===== config.mk =====
export PLATFORM = sky130hd
export DESIGN_NAME = gated_window_mode_vote
export DESIGN_NICKNAME = d
export VERILOG_FILES = /design/src/sv/gwmv_pkg.sv /design/src/sv/gwmv_ram.sv /design/src/sv/gwmv_mode_unit.sv /design/src/sv/gated_window_mode_vote.sv
export SDC_FILE = /design/constraint.sdc
export NUM_CORES = 1
export LEC_CHECK = 0
export ABC_AREA = 1
export BUFFER_PORTS_ARGS = -buffer_cell sky130_fd_sc_hd__clkbuf_2
export CAP_MARGIN = 40
export CORE_MARGIN = 4
export CORE_UTILIZATION = 29
export DETAILED_ROUTE_END_ITERATION = 10
export SYNTH_ARGS = -nofsm -noshare
export SYNTH_HDL_FRONTEND = slang
export SYNTH_SLANG_ARGS = --single-unit

===== constraint.sdc =====
create_clock -name clock -period 3.55 [get_ports clock]
set_input_delay 0.1775 -clock clock [delete_from_list [all_inputs] [get_ports clock]]
set_output_delay 0.1775 -clock clock [all_outputs]
set_load 0.005 [all_outputs]

===== src/sv/gwmv_pkg.sv =====
package gwmv_pkg;

   localparam int COUNT_BINS = 16;
   localparam int BIN_W      = (COUNT_BINS > 1) ? $clog2(COUNT_BINS) : 1;
   localparam int SCAN_W     = BIN_W + 1;
   localparam int TALLY_W    = 6;
   localparam int ROWS_W     = 12;
   localparam int IDLE_W     = 8;
   localparam int WIN_W      = 6;
   localparam int COUNT_W    = 4;
   localparam int CSR_IDX_W  = 2;
   localparam int CSR_DATA_W = 12;

   localparam logic [TALLY_W-1:0] BIN_MAX  = {TALLY_W{1'b1}};
   localparam logic [WIN_W-1:0]   WIN_MAX  = {WIN_W{1'b1}};
   localparam logic [IDLE_W-1:0]  IDLE_MAX = {IDLE_W{1'b1}};

   localparam logic [ROWS_W-1:0] FRAME_ROWS_RESET       = 12'd480;
   localparam logic [IDLE_W-1:0] IDLE_THRESHOLD_RESET   = 8'd12;
   localparam logic [WIN_W-1:0]  WINDOW_THRESHOLD_RESET = 6'd12;

   typedef enum logic [CSR_IDX_W-1:0] {
      CSR_FRAME_ROWS       = 2'd0,
      CSR_IDLE_THRESHOLD   = 2'd1,
      CSR_WINDOW_THRESHOLD = 2'd2
   } csr_index_type;

   typedef enum logic [1:0] {
      ST_IDLE,
      ST_INC,
      ST_SCAN,
      ST_OUT
   } state_type;

   typedef struct packed {
      logic [ROWS_W-1:0]  box_height;
      logic               is_hand;
      logic [COUNT_W-1:0] finger_count;
   } req_type;

   typedef struct packed {
      logic               gate_open;
      logic               vote_ready;
      logic [COUNT_W-1:0] voted_count;
   } rsp_type;

   typedef struct packed {
      logic             take;
      logic             first;
      logic [BIN_W-1:0] bin;
   } mode_ctl_type;

   function automatic logic [BIN_W-1:0] clamp_bin(input logic [COUNT_W-1:0] count);
      logic [BIN_W-1:0] result;
      if (int'(count) > COUNT_BINS - 1) begin
         result = BIN_W'(COUNT_BINS - 1);
      end else begin
         result = BIN_W'(count);
      end
      return result;
   endfunction

endpackage


===== src/sv/gwmv_ram.sv =====
module gwmv_ram #(
   parameter int WIDTH = 8,
   parameter int DEPTH = 16
) (
   input  logic                                       clock,
   input  logic                                       wr_en,
   input  logic [((DEPTH > 1) ? $clog2(DEPTH) : 1)-1:0] wr_addr,
   input  logic [WIDTH-1:0]                           wr_data,
   input  logic                                       rd_en,
   input  logic [((DEPTH > 1) ? $clog2(DEPTH) : 1)-1:0] rd_addr,
   output logic [WIDTH-1:0]                           rd_data
);

   logic [WIDTH-1:0] mem_ff [DEPTH];
   logic [WIDTH-1:0] rd_data_ff;

   always_ff @(posedge clock) begin
      if (wr_en) begin
         mem_ff[wr_addr] <= wr_data;
      end
      if (rd_en) begin
         rd_data_ff <= mem_ff[rd_addr];
      end
   end

   assign rd_data = rd_data_ff;

endmodule


===== src/sv/gwmv_mode_unit.sv =====
module gwmv_mode_unit (
   input  logic                          clock,
   input  gwmv_pkg::mode_ctl_type        ctl,
   input  logic [gwmv_pkg::TALLY_W-1:0]  tally,
   output logic [gwmv_pkg::BIN_W-1:0]    best_bin
);

   logic [gwmv_pkg::TALLY_W-1:0] best_tally_ff, best_tally_in;
   logic [gwmv_pkg::BIN_W-1:0]   best_bin_ff, best_bin_in;

   // strict greater keeps the smaller bin on a tie
   always_comb begin
      best_tally_in = best_tally_ff;
      best_bin_in   = best_bin_ff;
      if (ctl.take && (ctl.first || tally > best_tally_ff)) begin
         best_tally_in = tally;
         best_bin_in   = ctl.bin;
      end
   end

   always_ff @(posedge clock) begin
      best_tally_ff <= best_tally_in;
      best_bin_ff   <= best_bin_in;
   end

   assign best_bin = best_bin_ff;

endmodule


===== src/sv/gated_window_mode_vote.sv =====
// Finger-count vote over a window of qualifying video frames. One req_ transfer per frame
// gives exactly one rsp_ transfer. A frame that does not qualify goes straight to the
// output state, a collected frame first does a read-modify-write of its histogram bin,
// and a frame that closes a window then also scans all bins: the histogram sits in a RAM
// with one read and one write port and one comparator walks it a bin per cycle. No new
// frame is taken until the current one has been placed in the output register; a finished
// result may wait there while the next frame is worked on. Registers are written through
// csr_ (always ready) and should only change while the block is idle.
module gated_window_mode_vote (
   input  logic                                clock,
   input  logic                                reset,
   input  logic                                req_valid,
   output logic                                req_stall,
   input  gwmv_pkg::req_type                   req_payload,
   output logic                                rsp_valid,
   input  logic                                rsp_stall,
   output gwmv_pkg::rsp_type                   rsp_payload,
   input  logic                                csr_valid,
   output logic                                csr_ready,
   input  logic [gwmv_pkg::CSR_IDX_W-1:0]      csr_index,
   input  logic [gwmv_pkg::CSR_DATA_W-1:0]     csr_wdata
);

   gwmv_pkg::state_type state_ff, state_in;

   logic [gwmv_pkg::ROWS_W-1:0] frame_rows_ff, frame_rows_in;
   logic [gwmv_pkg::IDLE_W-1:0] idle_threshold_ff, idle_threshold_in;
   logic [gwmv_pkg::WIN_W-1:0]  window_threshold_ff, window_threshold_in;

   logic [gwmv_pkg::IDLE_W-1:0]    idle_count_ff, idle_count_in;
   logic [gwmv_pkg::WIN_W-1:0]     window_count_ff, window_count_in;
   logic [gwmv_pkg::COUNT_BINS-1:0] valid_ff, valid_in;
   logic [gwmv_pkg::BIN_W-1:0]     bin_ff, bin_in;
   logic [gwmv_pkg::SCAN_W-1:0]    scan_ff, scan_in;
   gwmv_pkg::rsp_type              res_ff, res_in;
   gwmv_pkg::rsp_type              rsp_ff, rsp_in;
   logic                           rsp_valid_ff, rsp_valid_in;

   logic                          accept;
   logic                          qualify;
   logic                          ram_wr_en;
   logic                          ram_rd_en;
   logic [gwmv_pkg::BIN_W-1:0]    ram_rd_addr;
   logic [gwmv_pkg::TALLY_W-1:0]  ram_rd_data;
   logic [gwmv_pkg::TALLY_W-1:0]  bin_value;
   logic [gwmv_pkg::TALLY_W-1:0]  bin_next;
   logic [gwmv_pkg::BIN_W-1:0]    scan_prev;
   logic [gwmv_pkg::TALLY_W-1:0]  scan_tally;
   logic [gwmv_pkg::BIN_W-1:0]    best_bin;
   gwmv_pkg::mode_ctl_type        mode_ctl;

   assign csr_ready = 1'b1;
   assign req_stall = (state_ff != gwmv_pkg::ST_IDLE);
   assign accept    = req_valid && !req_stall;

   assign qualify = (req_payload.box_height > {1'b0, frame_rows_ff[gwmv_pkg::ROWS_W-1:1]})
                    && (idle_count_ff > idle_threshold_ff) && req_payload.is_hand;

   // a bin that was cleared reads as zero whatever the RAM holds
   assign bin_value = valid_ff[bin_ff] ? ram_rd_data : '0;
   assign bin_next  = (bin_value == gwmv_pkg::BIN_MAX) ? bin_value
                                                      : bin_value + 1'b1;

   assign scan_prev  = gwmv_pkg::BIN_W'(scan_ff - 1'b1);
   assign scan_tally = valid_ff[scan_prev] ? ram_rd_data : '0;

   assign ram_wr_en = (state_ff == gwmv_pkg::ST_INC);
   always_comb begin
      if (state_ff == gwmv_pkg::ST_IDLE) begin
         ram_rd_en   = accept;
         ram_rd_addr = gwmv_pkg::clamp_bin(req_payload.finger_count);
      end else begin
         ram_rd_en   = (state_ff == gwmv_pkg::ST_SCAN)
                       && (scan_ff < gwmv_pkg::SCAN_W'(gwmv_pkg::COUNT_BINS));
         ram_rd_addr = scan_ff[gwmv_pkg::BIN_W-1:0];
      end
   end

   always_comb begin
      mode_ctl.take  = (state_ff == gwmv_pkg::ST_SCAN) && (scan_ff != '0);
      mode_ctl.first = (scan_ff == gwmv_pkg::SCAN_W'(1));
      mode_ctl.bin   = scan_prev;
   end

   gwmv_ram #(
      .WIDTH (gwmv_pkg::TALLY_W),
      .DEPTH (gwmv_pkg::COUNT_BINS)
   ) u_hist (
      .clock   (clock),
      .wr_en   (ram_wr_en),
      .wr_addr (bin_ff),
      .wr_data (bin_next),
      .rd_en   (ram_rd_en),
      .rd_addr (ram_rd_addr),
      .rd_data (ram_rd_data)
   );

   gwmv_mode_unit u_mode (
      .clock    (clock),
      .ctl      (mode_ctl),
      .tally    (scan_tally),
      .best_bin (best_bin)
   );

   // configuration writes
   always_comb begin
      frame_rows_in       = frame_rows_ff;
      idle_threshold_in   = idle_threshold_ff;
      window_threshold_in = window_threshold_ff;
      if (csr_valid && csr_ready) begin
         case (csr_index)
            gwmv_pkg::CSR_FRAME_ROWS:
               frame_rows_in = csr_wdata[gwmv_pkg::ROWS_W-1:0];
            gwmv_pkg::CSR_IDLE_THRESHOLD:
               idle_threshold_in = csr_wdata[gwmv_pkg::IDLE_W-1:0];
            gwmv_pkg::CSR_WINDOW_THRESHOLD:
               window_threshold_in = csr_wdata[gwmv_pkg::WIN_W-1:0];
            default: begin
            end
         endcase
      end
   end

   always_comb begin
      state_in        = state_ff;
      idle_count_in   = idle_count_ff;
      window_count_in = window_count_ff;
      valid_in        = valid_ff;
      bin_in          = bin_ff;
      scan_in         = scan_ff;
      res_in          = res_ff;
      rsp_in          = rsp_ff;
      rsp_valid_in    = rsp_valid_ff && rsp_stall;

      case (state_ff)
         gwmv_pkg::ST_IDLE: begin
            if (accept) begin
               bin_in = gwmv_pkg::clamp_bin(req_payload.finger_count);
               res_in = '0;
               if (qualify) begin
                  state_in = gwmv_pkg::ST_INC;
               end else begin
                  if (idle_count_ff != gwmv_pkg::IDLE_MAX) begin
                     idle_count_in = idle_count_ff + 1'b1;
                  end
                  state_in = gwmv_pkg::ST_OUT;
               end
            end
         end
         gwmv_pkg::ST_INC: begin
            valid_in[bin_ff] = 1'b1;
            res_in.gate_open = 1'b1;
            if (window_count_ff > window_threshold_ff) begin
               res_in.vote_ready = 1'b1;
               scan_in           = '0;
               state_in          = gwmv_pkg::ST_SCAN;
            end else begin
               if (window_count_ff != gwmv_pkg::WIN_MAX) begin
                  window_count_in = window_count_ff + 1'b1;
               end
               state_in = gwmv_pkg::ST_OUT;
            end
         end
         gwmv_pkg::ST_SCAN: begin
            scan_in = scan_ff + 1'b1;
            // last bin compared this cycle: close the window
            if (scan_ff == gwmv_pkg::SCAN_W'(gwmv_pkg::COUNT_BINS)) begin
               valid_in        = '0;
               idle_count_in   = '0;
               window_count_in = '0;
               state_in        = gwmv_pkg::ST_OUT;
            end
         end
         gwmv_pkg::ST_OUT: begin
            if (!rsp_valid_ff || !rsp_stall) begin
               rsp_in             = res_ff;
               rsp_in.voted_count = res_ff.vote_ready
                                    ? gwmv_pkg::COUNT_W'(best_bin) : '0;
               rsp_valid_in       = 1'b1;
               state_in           = gwmv_pkg::ST_IDLE;
            end
         end
         default: begin
            state_in = gwmv_pkg::ST_IDLE;
         end
      endcase
   end

   always_ff @(posedge clock) begin
      if (reset) begin
         state_ff            <= gwmv_pkg::ST_IDLE;
         frame_rows_ff       <= gwmv_pkg::FRAME_ROWS_RESET;
         idle_threshold_ff   <= gwmv_pkg::IDLE_THRESHOLD_RESET;
         window_threshold_ff <= gwmv_pkg::WINDOW_THRESHOLD_RESET;
         idle_count_ff       <= '0;
         window_count_ff     <= '0;
         valid_ff            <= '0;
         rsp_valid_ff        <= 1'b0;
      end else begin
         state_ff            <= state_in;
         frame_rows_ff       <= frame_rows_in;
         idle_threshold_ff   <= idle_threshold_in;
         window_threshold_ff <= window_threshold_in;
         idle_count_ff       <= idle_count_in;
         window_count_ff     <= window_count_in;
         valid_ff            <= valid_in;
         rsp_valid_ff        <= rsp_valid_in;
      end
   end

   always_ff @(posedge clock) begin
      bin_ff  <= bin_in;
      scan_ff <= scan_in;
      res_ff  <= res_in;
      rsp_ff  <= rsp_in;
   end

   assign rsp_valid   = rsp_valid_ff;
   assign rsp_payload = rsp_ff;

`ifndef SYNTHESIS
   a_vote_implies_gate: assert property (@(posedge clock) disable iff (reset)
      rsp_valid_ff && rsp_ff.vote_ready |-> rsp_ff.gate_open)
      else $error("vote reported on a frame that was not collected");

   a_no_vote_zero_count: assert property (@(posedge clock) disable iff (reset)
      rsp_valid_ff && !rsp_ff.vote_ready |-> rsp_ff.voted_count == '0)
      else $error("voted count nonzero without a vote");

   a_scan_only_on_full_window: assert property (@(posedge clock) disable iff (reset)
      state_ff == gwmv_pkg::ST_SCAN |-> window_count_ff > window_threshold_ff)
      else $error("histogram scan started before the window was full");

   a_window_cleared_after_vote: assert property (@(posedge clock) disable iff (reset)
      state_ff == gwmv_pkg::ST_OUT && res_ff.vote_ready
      |-> valid_ff == '0 && window_count_ff == '0 && idle_count_ff == '0)
      else $error("histogram or counters not cleared after a vote");
`endif

endmodule


# Word level (Yosys, flattened, before mapping)
# Memory sizes are Yosys's and may differ from the RTL's. A register that Yosys moved wholly into a read port is not among the register bits.
# Cells that the tools add are included.
word_totals:
  ff_bits: 86
  latch_bits: 0
  ram_bits: 96
  rom_bits: 0
  inputBits: 36
  out_inout_bits: 9
  wordCells: 119
  mem_count: 1
mem_list:
  columns: ["memory", "words", "width", "read_ports", "rd_clocked_by_memory_dff", "write_ports", "line", "rtl"]
  rows:
  - ["u_hist.mem_ff", 16, 6, 1, 1, 1, "gwmv_ram.sv:14", "logic [WIDTH-1:0] mem_ff [DEPTH];"]
op_classes:
  add_sub_neg: 5
  multipliers: 0
  div: 0
  magnitude_cmp: 8
  n_eq_ne: 18
  shift: 0
  mux: 37
  n_bitwise: 1
  n_reduce_logical: 32
ops:
  columns: ["operator", "n"]
  rows:
  - ["$mux W6", 7]
  - ["$mux W8", 4]
  - ["$pmux W16 S2", 1]
  - ["$mux W16", 1]
  - ["$or A16 B16 Y16", 1]
  - ["$pmux W8 S2", 1]
  - ["$reduce_and A2 Y1", 8]
  - ["$add A6 B1 Y6 const B", 2]
  - ["$gt A12 B11 Y1", 1]
  - ["$gt A6 B6 Y1", 2]
  - ["$pmux W6 S2", 1]
  - ["$lt A4 B5 Y1 const B", 2]
  - ["$mux W1", 10]
  - ["$pmux W5 S2", 1]
  - ["$add A8 B1 Y8 const B", 1]
  - ["$bmux W1 S4", 2]
  - ["$gt A8 B8 Y1", 1]
  - ["$logic_and A1 B1 Y1", 8]
  - ["$mux W2", 4]
  - ["$ne A2 B1 Y1 const B", 4]
  - ["$ne A2 B2 Y1 const B", 4]
  - ["$ne A8 B8 Y1 const B", 1]
  - ["$pmux W2 S4", 1]
  - ["$reduce_bool A2 Y1", 4]
  - ["21 further kinds", 29]

# Longest topological paths before layout
# Gate-level depths: netlist of the first run.
depth:
  word_depth: 7
  mapped_depth: 18
  ltp_nobuf: 17

# Cells and area by module
# A second synthesis of the first run with hierarchy kept.
hier_totals:
  cells_unflattened: 1083
  area_unflattened_um2: 9335.2
by_module_without_submodules:
  columns: ["mod", "n_inst", "cells_per_inst", "area_each_um2", "seq_area_each_um2"]
  rows:
  - ["gated_window_mode_vote", 1, 621, 4465.5, 1671.6]
  - ["gwmv_ram", 1, 420, 4385.5, 3062.9]
  - ["gwmv_mode_unit", 1, 42, 484.2, 300.3]

# Worst setup path before layout of the first run
# No wires, ideal clock.
synth_timing:
  kind: "register to register"
  startpoint: "reg scan_ff[0] (netlist name)"
  endpoint: "reg u_mode.best_bin_ff, in the netlist u_mode.best_bin[0] (enable)"
  arrival_time_ns: 2.823
  setup_slack_ns: 0.351
  path_stages_with_launch: 19
  path_buffers: 2
  path_cell_list: "edfxtp_1 -> buf_4 -> inv_2 -> ha_1 -> clkbuf_1 -> inv_1 -> a21oi_1 -> o21ai_0 -> nand3_1 -> nand3_1 -> nand2_1 -> nor2_1 -> ha_1 -> nand2_1 -> nor2_1 -> o21ai_0 -> o211ai_1 -> a32oi_1 -> nor2_1"
synth_rtl:
  columns: ["element", "line", "rtl"]
  rows:
  - ["from (decl)", "gated_window_mode_vote.sv:34", "logic [gwmv_pkg::SCAN_W-1:0] scan_ff, scan_in;"]
  - ["from (signal assigned)", "gated_window_mode_vote.sv:213", "scan_ff <= scan_in;"]
  - ["to (signal assigned)", "gwmv_mode_unit.sv:23", "best_bin_ff <= best_bin_in;"]
  - ["to (decl)", "gwmv_mode_unit.sv:9", "logic [gwmv_pkg::BIN_W-1:0] best_bin_ff, best_bin_in;"]

# Final worst setup path of the first run
layout_timing:
  startpoint: "reg bin_ff[0] (netlist name)"
  endpoint: "mem u_hist.mem_ff[15][5] (netlist name) (data pin)"
layout_between:
  elab_chain_cells: 5
  word_cells_on_any_way: 6
  classes_between: "1 x add/sub; 1 x eq/ne; 4 x mux"
layout_rtl:
  columns: ["element", "line", "rtl"]
  rows:
  - ["from (decl)", "gated_window_mode_vote.sv:33", "logic [gwmv_pkg::BIN_W-1:0] bin_ff, bin_in;"]
  - ["from (signal assigned)", "gated_window_mode_vote.sv:212", "bin_ff <= bin_in;"]
  - ["$bmux W1 S4 (*)", "gated_window_mode_vote.sv:60", "assign bin_value = valid_ff[bin_ff] ? ram_rd_data : '0;"]
  - ["$mux W1 (not written as such) (*)", "gated_window_mode_vote.sv:60", null]
  - ["$mux W6 (*)", "gated_window_mode_vote.sv:60", null]
  - ["$add A6 B1 Y6 or $eq A6 B6 Y1 (tied branches)", "gated_window_mode_vote.sv:62, gated_window_mode_vote.sv:61", null]
  - ["$mux W6 (*)", "gated_window_mode_vote.sv:61", "assign bin_next = (bin_value == gwmv_pkg::BIN_MAX) ? bin_value"]
  - ["net bin_next (one bit)", "gated_window_mode_vote.sv:46", "logic [gwmv_pkg::TALLY_W-1:0] bin_next;"]
  - ["to (decl)", "gwmv_ram.sv:14", null]
# Mark *: on every way through the listed nets, which the timed path passes. The rest lies on a longest branch. The select of a mux whose other input is x is not followed.

==> results of run 1 <==
-- power breakdown --
part | leakage (nW) | switching, W | internal (W) | total [W]
combinational | 2.44 | 0.00169 | 0.000842 | 0.00253
sequential | 1.59 | 0.000150 | 0.00263 | 0.00278
clock | 0.310 | 0.00102 | 0.00105 | 0.00207
total | 4.34 | 0.00286 | 0.00452 | 0.00738
-- metrics by stage --
| step | TNS (ps) | cells | utilization [%] | hold slack, ps | total power, W |
|---|---|---|---|---|---|
| 2_1_floorplan | 0 | 974 | - | 276 | 0.00454 |
| 3_3_place_gp | 0 | 1403 | 31.9 | 391 | 0.00528 |
| 3_5_place_dp | 0 | 1408 | 32.1 | 390 | 0.00536 |
| 4_1_cts | 0 | 1451 | 34.5 | 10.9 | 0.00744 |
| 5_1_grt | -74.7 | 1452 | 34.6 | 38.6 | 0.00784 |
| 6_report | 0 | 1452 | 34.6 | 21.4 | 0.00738 |
-- synth_stat cells, types with 4 or more instances --
library cell               count
sky130_fd_sc_hd__nor2_1       52
sky130_fd_sc_hd__ha_1         42
sky130_fd_sc_hd__nor3_1       20
sky130_fd_sc_hd__o211ai_1     30
sky130_fd_sc_hd__buf_2        11
sky130_fd_sc_hd__xnor2_1       4
sky130_fd_sc_hd__edfxtp_1    129
sky130_fd_sc_hd__nand3_1      71
sky130_fd_sc_hd__nor3b_1       4
sky130_fd_sc_hd__o21ai_1       4
sky130_fd_sc_hd__inv_2         5
sky130_fd_sc_hd__nand2_1     159
sky130_fd_sc_hd__buf_4         8
sky130_fd_sc_hd__inv_1       145
sky130_fd_sc_hd__a31oi_1       7
sky130_fd_sc_hd__nand4_1      13
sky130_fd_sc_hd__dfxtp_1      58
sky130_fd_sc_hd__a21oi_1      89
sky130_fd_sc_hd__clkbuf_1     16
sky130_fd_sc_hd__o21ai_0      72
-- final cells by class --
type	count	area, um^2
fill	3114	20200
clock inverter	15	223
timing repair buffer	88	598
tap	396	495
inverter	150	563
sequential	187	5030
clock buffer	17	425
multi-input combinational	599	3320
-- what timing repair did --
item | CTS | global route
gates resized for setup | 0 | 2
setup endpoints to repair | 0 | 21
hold buffers | 11 | 0
hold endpoints to repair | 12 | 0
-- sequential cells by signal (all words and copies together) (netlist names) --
signal and count:
window_threshold_ff 6, u_hist.rd_data 6, frame_rows_ff 11, u_hist.mem_ff 96, rsp_valid 1, scan_ff 5
idle_threshold_ff 8, rsp_payload 6, state_ff 2, res_ff 2, idle_count_ff 8, u_mode.best_tally_ff 6
u_mode.best_bin 4, bin_ff 4, window_count_ff 6, valid_ff 16
-- per-layer routing --
layer | part of all wire (%) | vias up | global-route usage, %
met5 | 0 | - | 0
met4 | 1.5 | 0 | 3.93
met3 | 4.7 | 21 | 2.36
met2 | 46 | 176 | 19.3
met1 | 48 | 3136 | 17.0
li1 | - | 3466 | -
-- cells in the final DEF, fill, tap and decap left out, types with 2 or more instances in the layout --
cell type                         n
sky130_fd_sc_hd__inv_1          145
sky130_fd_sc_hd__nor2_4           2
sky130_fd_sc_hd__nand3_1         70
sky130_fd_sc_hd__o221ai_1         2
sky130_fd_sc_hd__o21ai_0         71
sky130_fd_sc_hd__buf_8            2
sky130_fd_sc_hd__o21ai_1          4
sky130_fd_sc_hd__nor3_2           2
sky130_fd_sc_hd__inv_2            5
sky130_fd_sc_hd__clkbuf_16       17
sky130_fd_sc_hd__a31oi_1          7
sky130_fd_sc_hd__a21oi_1         89
sky130_fd_sc_hd__o211ai_1        30
sky130_fd_sc_hd__nand2_1        159
sky130_fd_sc_hd__xnor2_1          4
sky130_fd_sc_hd__edfxtp_1       129
sky130_fd_sc_hd__ha_1            42
sky130_fd_sc_hd__nand2_4          3
sky130_fd_sc_hd__buf_2            4
sky130_fd_sc_hd__nor2_1          51
sky130_fd_sc_hd__buf_4           27
sky130_fd_sc_hd__nand3_2          3
sky130_fd_sc_hd__inv_6            2
sky130_fd_sc_hd__inv_12           3
sky130_fd_sc_hd__nor2_2           3
sky130_fd_sc_hd__nor3b_1          4
sky130_fd_sc_hd__o21ai_2          3
sky130_fd_sc_hd__nor3_1          20
sky130_fd_sc_hd__dfxtp_1         58
sky130_fd_sc_hd__clkinv_8         4
sky130_fd_sc_hd__nand2_2          3
sky130_fd_sc_hd__nand4_1         13
sky130_fd_sc_hd__dlygate4sd3_1   11
sky130_fd_sc_hd__clkbuf_2        43
sky130_fd_sc_hd__inv_8            3
-- final timing paths --
check	from	to	slack, ps
hold / removal	csr_wdata[10]	frame_rows_ff[10]	20
hold reg to reg	res_ff[5]	rsp_payload[5]	430
setup reg to reg	bin_ff[0]	u_hist.mem_ff[15][5]	360
setup / recovery	bin_ff[0]	u_hist.mem_ff[15][5]	360
-- cells by family (layout without fill, tap and decap cells) --
family	Yosys count	count (layout)
XOR/XNOR	5	5
buffers and inverters	188	270
adder cells (fa/ha/maj)	42	42
AND/OR/NAND/NOR	338	338
other	1	1
AO/OA/AOI/OAI	213	213
flip-flops	187	187
-- critical path: cells and delay by family, from the launching register on --
family                   cells  cell delay [ps]
adder cells (fa/ha/maj)      1              230
flip-flops                   1              700
AND/OR/NAND/NOR             12             1610
buffers and inverters        1              180
==> implementation parameters, run 1 <==
Parameter                              Value

Timing
  Number of failing hold endpoints at the final stage    0
  Shortest clock period the worst path allows after layout    3190 ps
  Tightest slew margin relative to the limit    45.0%
  Minimum setup slack in the final design    362 ps
  Max frequency    0.314 GHz
  Final number of setup-violating endpoints    0
  Fin Clk Skew    22.2 ps
  Transition time at the pin with the least slew margin    819 ps
  RSZ-0062 raised after global routing    true
  Ratio of final minimum period to clock period    89.8%
  Final slew viol count    0

Floorplanning
  Die extent in y    185 um
  Core area    30800 um^2
  DIE WIDTH    185 um
  Total I/O pin count    45
  Initial cell density of the core    29.6%
  Number of core rows    64
  DIE AREA    34400 um^2

Placed design
  Pre-CTS worst setup slack    242 ps
  Cell Area, Placed    9890 um^2
  I/O Buffers    43
  Total half-perimeter wirelength after legalization and detailed placement    14700 um
  Routability congestion estimate    0.880

Power and ir drop
  Leakage power figure    4.34 nW
  Peak ir drop on the vdd network    294 uV
  Power per cell area    692 nW/um^2

Yosys
  Cell types occupying the most area after synthesis    sky130_fd_sc_hd__edfxtp_1, sky130_fd_sc_hd__dfxtp_1, sky130_fd_sc_hd__nand2_1, sky130_fd_sc_hd__inv_1, sky130_fd_sc_hd__ha_1
  Xor/xnor cell area share of the yosys netlist    0.480%
  Area share of and/or/nand/nor cells after synthesis    16.8%
  Sequential area share after synthesis    55.2%
  Number of different library cells in the post-synthesis netlist    44
  Share of the synthesized area in compound gates (AO/OA/AOI/OAI)    13.2%
  Synthesized instance count    974
  YS warnings    0
  EDFF count, synth    129
  Multiplexer fraction of the synthesized cell area    0%
  Dominant synthesized flop cell    sky130_fd_sc_hd__edfxtp_1
  Net Count, Synth    1052
  Most area-hungry cell type in the Yosys netlist    sky130_fd_sc_hd__edfxtp_1
  Post-synthesis area per instance    9.37 um^2
  Synth Cell Area    9120 um^2
  Number of synthesized register bits    187
  Fraction of synthesis flops using an asynchronous set or reset pin    0%
  Portion of synthesized cell area occupied by the leading cell type    42.5%
  Adder-cell share of the synthesized area    5.76%
  Combinational family with the most area after synthesis    simple AND/OR/NAND/NOR gates

Clock tree
  Skew-Pair Late Insertion Delay    440 ps
  Num CTS Buffers    17
  Number of buffers added for setup after CTS    0
  CTS tree    yes
  Clock input transition at the sequential cells of the worst setup and hold paths    80 ps
  Clock root cell    sky130_fd_sc_hd__clkbuf_16
  Maximum buffer depth of the clock tree    2
  H-tree depth    4
  TritonCTS Sinks    187

Detailed routing
  Drt initial violations    559
  Total number of vias    6799
  Final wirelength    20600 um
  Average wire per cell in the routed design    14.2 um
  Post-route DRC    0
  Average via count per standard cell    4.68
  Number of iterations in the first detailed-routing pass    6
  Final antenna-violating net count    0

Layout
  Post-layout instance area    10700 um^2
  Count of antenna diodes in the layout    0
  Layout cell share with drive strength beyond 1    13.1%
  Count of nets after finishing    1121
  Synth-to-layout area growth    16.9%

Worst setup path
  Slowest library cell on the worst path    sky130_fd_sc_hd__edfxtp_1
  Startpoint class of the critical path    flop
  Sequence of cells on the critical path    inv_2, nand2_1, nand2_1, nand2_1, nand2_1, nand2_1, nand2_1, nor2_1, nor2_1, ha_1, nand2_1, nor2_8, nand3_2, nand3_1
  Largest fanout on the critical path    17
  Critical path data required time    3530 ps
  Most common cell type on the critical path    sky130_fd_sc_hd__nand2_1
  Longest individual stage delay on the worst path    700 ps
  Data arrival time of the critical path    3170 ps
  Type of the worst setup path    flop to flop
  Depth of the worst register-to-register path    14
  Endpoint kind of the worst setup timing path    flop

Global route
  Largest net degree at the start of global routing    33
  Remaining global-route overflow    0
  First-pass GRT wire length    33400 um
  Antenna violations before repair    0
  Global-route usage over all layers    12.3%
  Vias in the first global route    6365

Worst hold path
  Worst min path class    primary input to flop
  Cell depth of the worst min-delay path    3

Flow run
  Number of max-capacitance violations reported    0

Status
  Status    finished, final reports clean
Power figures use the tool's default switching activity.
==> inputs of run 2 (changes only) <==
--- a/config.mk
+++ b/config.mk
@@ -5,7 +5,6 @@
 export SDC_FILE = /design/constraint.sdc
 export NUM_CORES = 1
 export LEC_CHECK = 0
-export ABC_AREA = 1
 export BUFFER_PORTS_ARGS = -buffer_cell sky130_fd_sc_hd__clkbuf_2
 export CAP_MARGIN = 40
 export CORE_MARGIN = 4
==> implementation parameters, run 2 <==
Parameter                              Value

Detailed routing
  Routed wl met3    906 um
  Average via count per standard cell    4.77
  Top layer in use    met5
  Met2 WL    8850 um
  Number of iterations in the first detailed-routing pass    4
  Drt initial violations    302
  Average wire per cell in the routed design    15.9 um
  Final antenna-violating net count    0
  Post-route DRC    0
  Detailed-route wire length on metal 1    8320 um
  Final wirelength    18400 um
  Total number of vias    5538

Layout
  Count of placed standard cells in the final layout, fillers left out    1160
  Count of nets after finishing    835
  Most common cell after layout, fill and taps aside    sky130_fd_sc_hd__edfxtp_1
  Largest register FFs    96
  Top Registers    u_hist.mem_ff x96, valid_ff x16, frame_rows_ff x11
  Leading cell types in the layout, fill and taps excluded    sky130_fd_sc_hd__edfxtp_1, sky130_fd_sc_hd__dfxtp_1, sky130_fd_sc_hd__nor2_1, sky130_fd_sc_hd__nand2_1, sky130_fd_sc_hd__clkbuf_2
  Biggest register    u_hist.mem_ff
  Filler instances    2878
  Count of antenna diodes in the layout    0
  Core Util, Final    34.6%
  Synth-to-layout area growth    18.0%
  Layout cell share with drive strength beyond 1    19.5%

Placed design
  I/O Buffers    43
  Total instance count after detailed placement    1114
  Routability congestion estimate    0.822
  Total half-perimeter wirelength after legalization and detailed placement    13000 um

Timing
  Final number of setup-violating endpoints    0
  Transition time at the pin with the least slew margin    807 ps
  Shortest clock period the worst path allows after layout    3360 ps
  Tightest slew margin relative to the limit    45.4%
  Fin Setup TNS    0 ps
  Number of failing hold endpoints at the final stage    0
  Fin Clk Skew    13.2 ps
  Worst-case hold slack    14.2 ps
  Final slew viol count    0
  Ratio of final minimum period to clock period    94.7%
  Max frequency    0.297 GHz

Global route
  Vias in the first global route    5481
  First-pass GRT wire length    29700 um
  Antenna violations before repair    1
  Global-route usage over all layers    11.5%
  Largest net degree at the start of global routing    34
  Remaining global-route overflow    0

Yosys
  Synthesized instance count    680
  Most area-hungry cell type in the Yosys netlist    sky130_fd_sc_hd__edfxtp_1
  List of most frequent post-synthesis cells    sky130_fd_sc_hd__edfxtp_1, sky130_fd_sc_hd__dfxtp_1, sky130_fd_sc_hd__nor2_1
  Fraction of synthesis flops using an asynchronous set or reset pin    0%
  Post-synthesis area per instance    12.7 um^2
  YS warnings    0
  Net Count, Synth    758
  Portion of synthesized cell area occupied by the leading cell type    44.7%
  EDFF count, synth    129
  Most frequent cell after synthesis    sky130_fd_sc_hd__edfxtp_1
  Synth Cell Area    8660 um^2
  Cell types occupying the most area after synthesis    sky130_fd_sc_hd__edfxtp_1, sky130_fd_sc_hd__dfxtp_1, sky130_fd_sc_hd__mux4_2, sky130_fd_sc_hd__ha_1, sky130_fd_sc_hd__nor2_1
  Number of synthesized register bits    187
  Sequential area share after synthesis    58.1%
  Number of different library cells in the post-synthesis netlist    60
  Dominant synthesized flop cell    sky130_fd_sc_hd__edfxtp_1

Floorplanning
  Die extent in y    181 um
  DIE WIDTH    181 um
  DIE AREA    32700 um^2
  Initial cell density of the core    29.3%
  Number of core rows    63
  Core area    29600 um^2
  Total I/O pin count    45

Power and ir drop
  Power per cell area    619 nW/um^2
  Peak ir drop on the vdd network    384 uV
  Leakage power figure    3.66 nW

Worst setup path
  Data arrival time of the critical path    3500 ps
  Endpoint kind of the worst setup timing path    flop
  Type of the worst setup path    flop to flop
  Worst path top cell family by delay    compound AO/OA/AOI/OAI gates
  Slowest library cell on the worst path    sky130_fd_sc_hd__mux4_2
  Startpoint class of the critical path    flop
  Largest fanout on the critical path    10
  Depth of the worst register-to-register path    14
  Critical path data required time    3690 ps
  Number of cells on the critical path    14
  Crit path buffers/inverters    2
  Longest individual stage delay on the worst path    490 ps
  Sequence of cells on the critical path    buf_6, mux4_2, nor2b_1, a211oi_2, a31oi_2, and2_4, ha_1, nor2b_1, o21a_1, o21a_1, o21ai_0, a21o_1, a221oi_4, buf_12

Clock tree
  Num CTS Buffers    17
  Skew-Pair Late Insertion Delay    430 ps
  Clock root cell    sky130_fd_sc_hd__clkbuf_16
  TritonCTS Sinks    187
  H-tree depth    4
  Maximum buffer depth of the clock tree    2
  Clock input transition at the sequential cells of the worst setup and hold paths    70 ps
  CTS tree    yes

Flow run
  Number of max-capacitance violations reported    0

Worst hold path
  Cell depth of the worst min-delay path    1
  Worst min path class    primary input to flop

Status
  Status    finished, final reports clean
run 2: cell count changes after synthesis, sizes merged, moves of 10 or more:
cell / before / now
a21oi: 89 / 40
and2: 0 / 11
buf: 21 / 11
inv: 150 / 43
mux2i: 0 / 20
mux4: 0 / 33
nand2: 165 / 49
nand3: 73 / 14
nor2b: 0 / 12
o211ai: 30 / 9
o21ai: 79 / 21
run 2: layer usage:
metal | GRT usage [%] | vias up
li1 | - | 2712
met1 | 15.3 | 2678
met2 | 18.6 | 123
met3 | 2.64 | 23
met4 | 3.69 | 2
met5 | 0 | -
run 2: area by class of cell:
| cell class | count | area [um^2] | share of cell area, % |
|---|---|---|---|
| Clock buffer | 19 | 433 | 4.23 |
| Clock inverter | 13 | 121 | 1.19 |
| Sequential cell | 187 | 5030 | 49.2 |
| Timing Repair Buffer | 84 | 569 | 5.57 |
| Inverter | 44 | 168 | 1.64 |
| Multi-Input combinational cell | 423 | 3410 | 33.4 |
| Tap cell | 390 | 488 | 4.77 |
run 2: worst paths after layout:
kind | start | to | slack [ps]
max reg2reg | scan_ff[0] | u_mode.best_tally_ff[1] | 190
max | scan_ff[0] | u_mode.best_tally_ff[1] | 190
min reg2reg | res_ff[5] | rsp_payload[5] | 430
min | req_payload[1] | bin_ff[1] | 10
run 2: power by group:
group	internal, W	switching (W)
combinational	0.000794	0.00102
clock	0.000972	0.000822
sequential	0.00257	0.000154
total	0.00434	0.00199
run 2: stage by stage:
| stage | power, W | worst slack, ps | cell area (um^2) |
|---|---|---|---|
| 2_1_floorplan | 0.00400 | 61.8 | 8680 |
| 3_3_place_gp | 0.00454 | 136 | 9470 |
| 3_5_place_dp | 0.00455 | 70.3 | 9480 |
| 4_1_cts | 0.00636 | 57.7 | 10200 |
| 5_1_grt | 0.00669 | -1.10 | 10200 |
| 6_report | 0.00633 | 188 | 10200 |
run 2: logic make-up after synthesis:
family	after synthesis	share of synthesized area, %
flops	187	58.1
simple gates	197	11.3
compound gates	121	9.06
fa+ha+maj	42	6.07
other cells	1	0.0433
buf+inv	70	3.34
xor+xnor	7	0.708
mux	55	11.4
run 2: worst reg2reg max path: stages, from the launching register on:
cell,delay [ps]
sky130_fd_sc_hd__edfxtp_1,410
sky130_fd_sc_hd__buf_6,170
sky130_fd_sc_hd__mux4_2,490
sky130_fd_sc_hd__nor2b_1,150
sky130_fd_sc_hd__a211oi_2,210
sky130_fd_sc_hd__a31oi_2,90
sky130_fd_sc_hd__and2_4,210
sky130_fd_sc_hd__ha_1,280
sky130_fd_sc_hd__nor2b_1,130
sky130_fd_sc_hd__o21a_1,120
sky130_fd_sc_hd__o21a_1,100
sky130_fd_sc_hd__o21ai_0,70
sky130_fd_sc_hd__a21o_1,190
sky130_fd_sc_hd__a221oi_4,290
sky130_fd_sc_hd__buf_12,170
run 2: timing repair:
action | 4_1_cts | 5_1_grt
hold buffers | 13 | 0
resized for setup | 0 | 9
setup buffers | 0 | 1
hold endpoints to repair | 15 | 0
endpoints found under the setup margin | 0 | 10
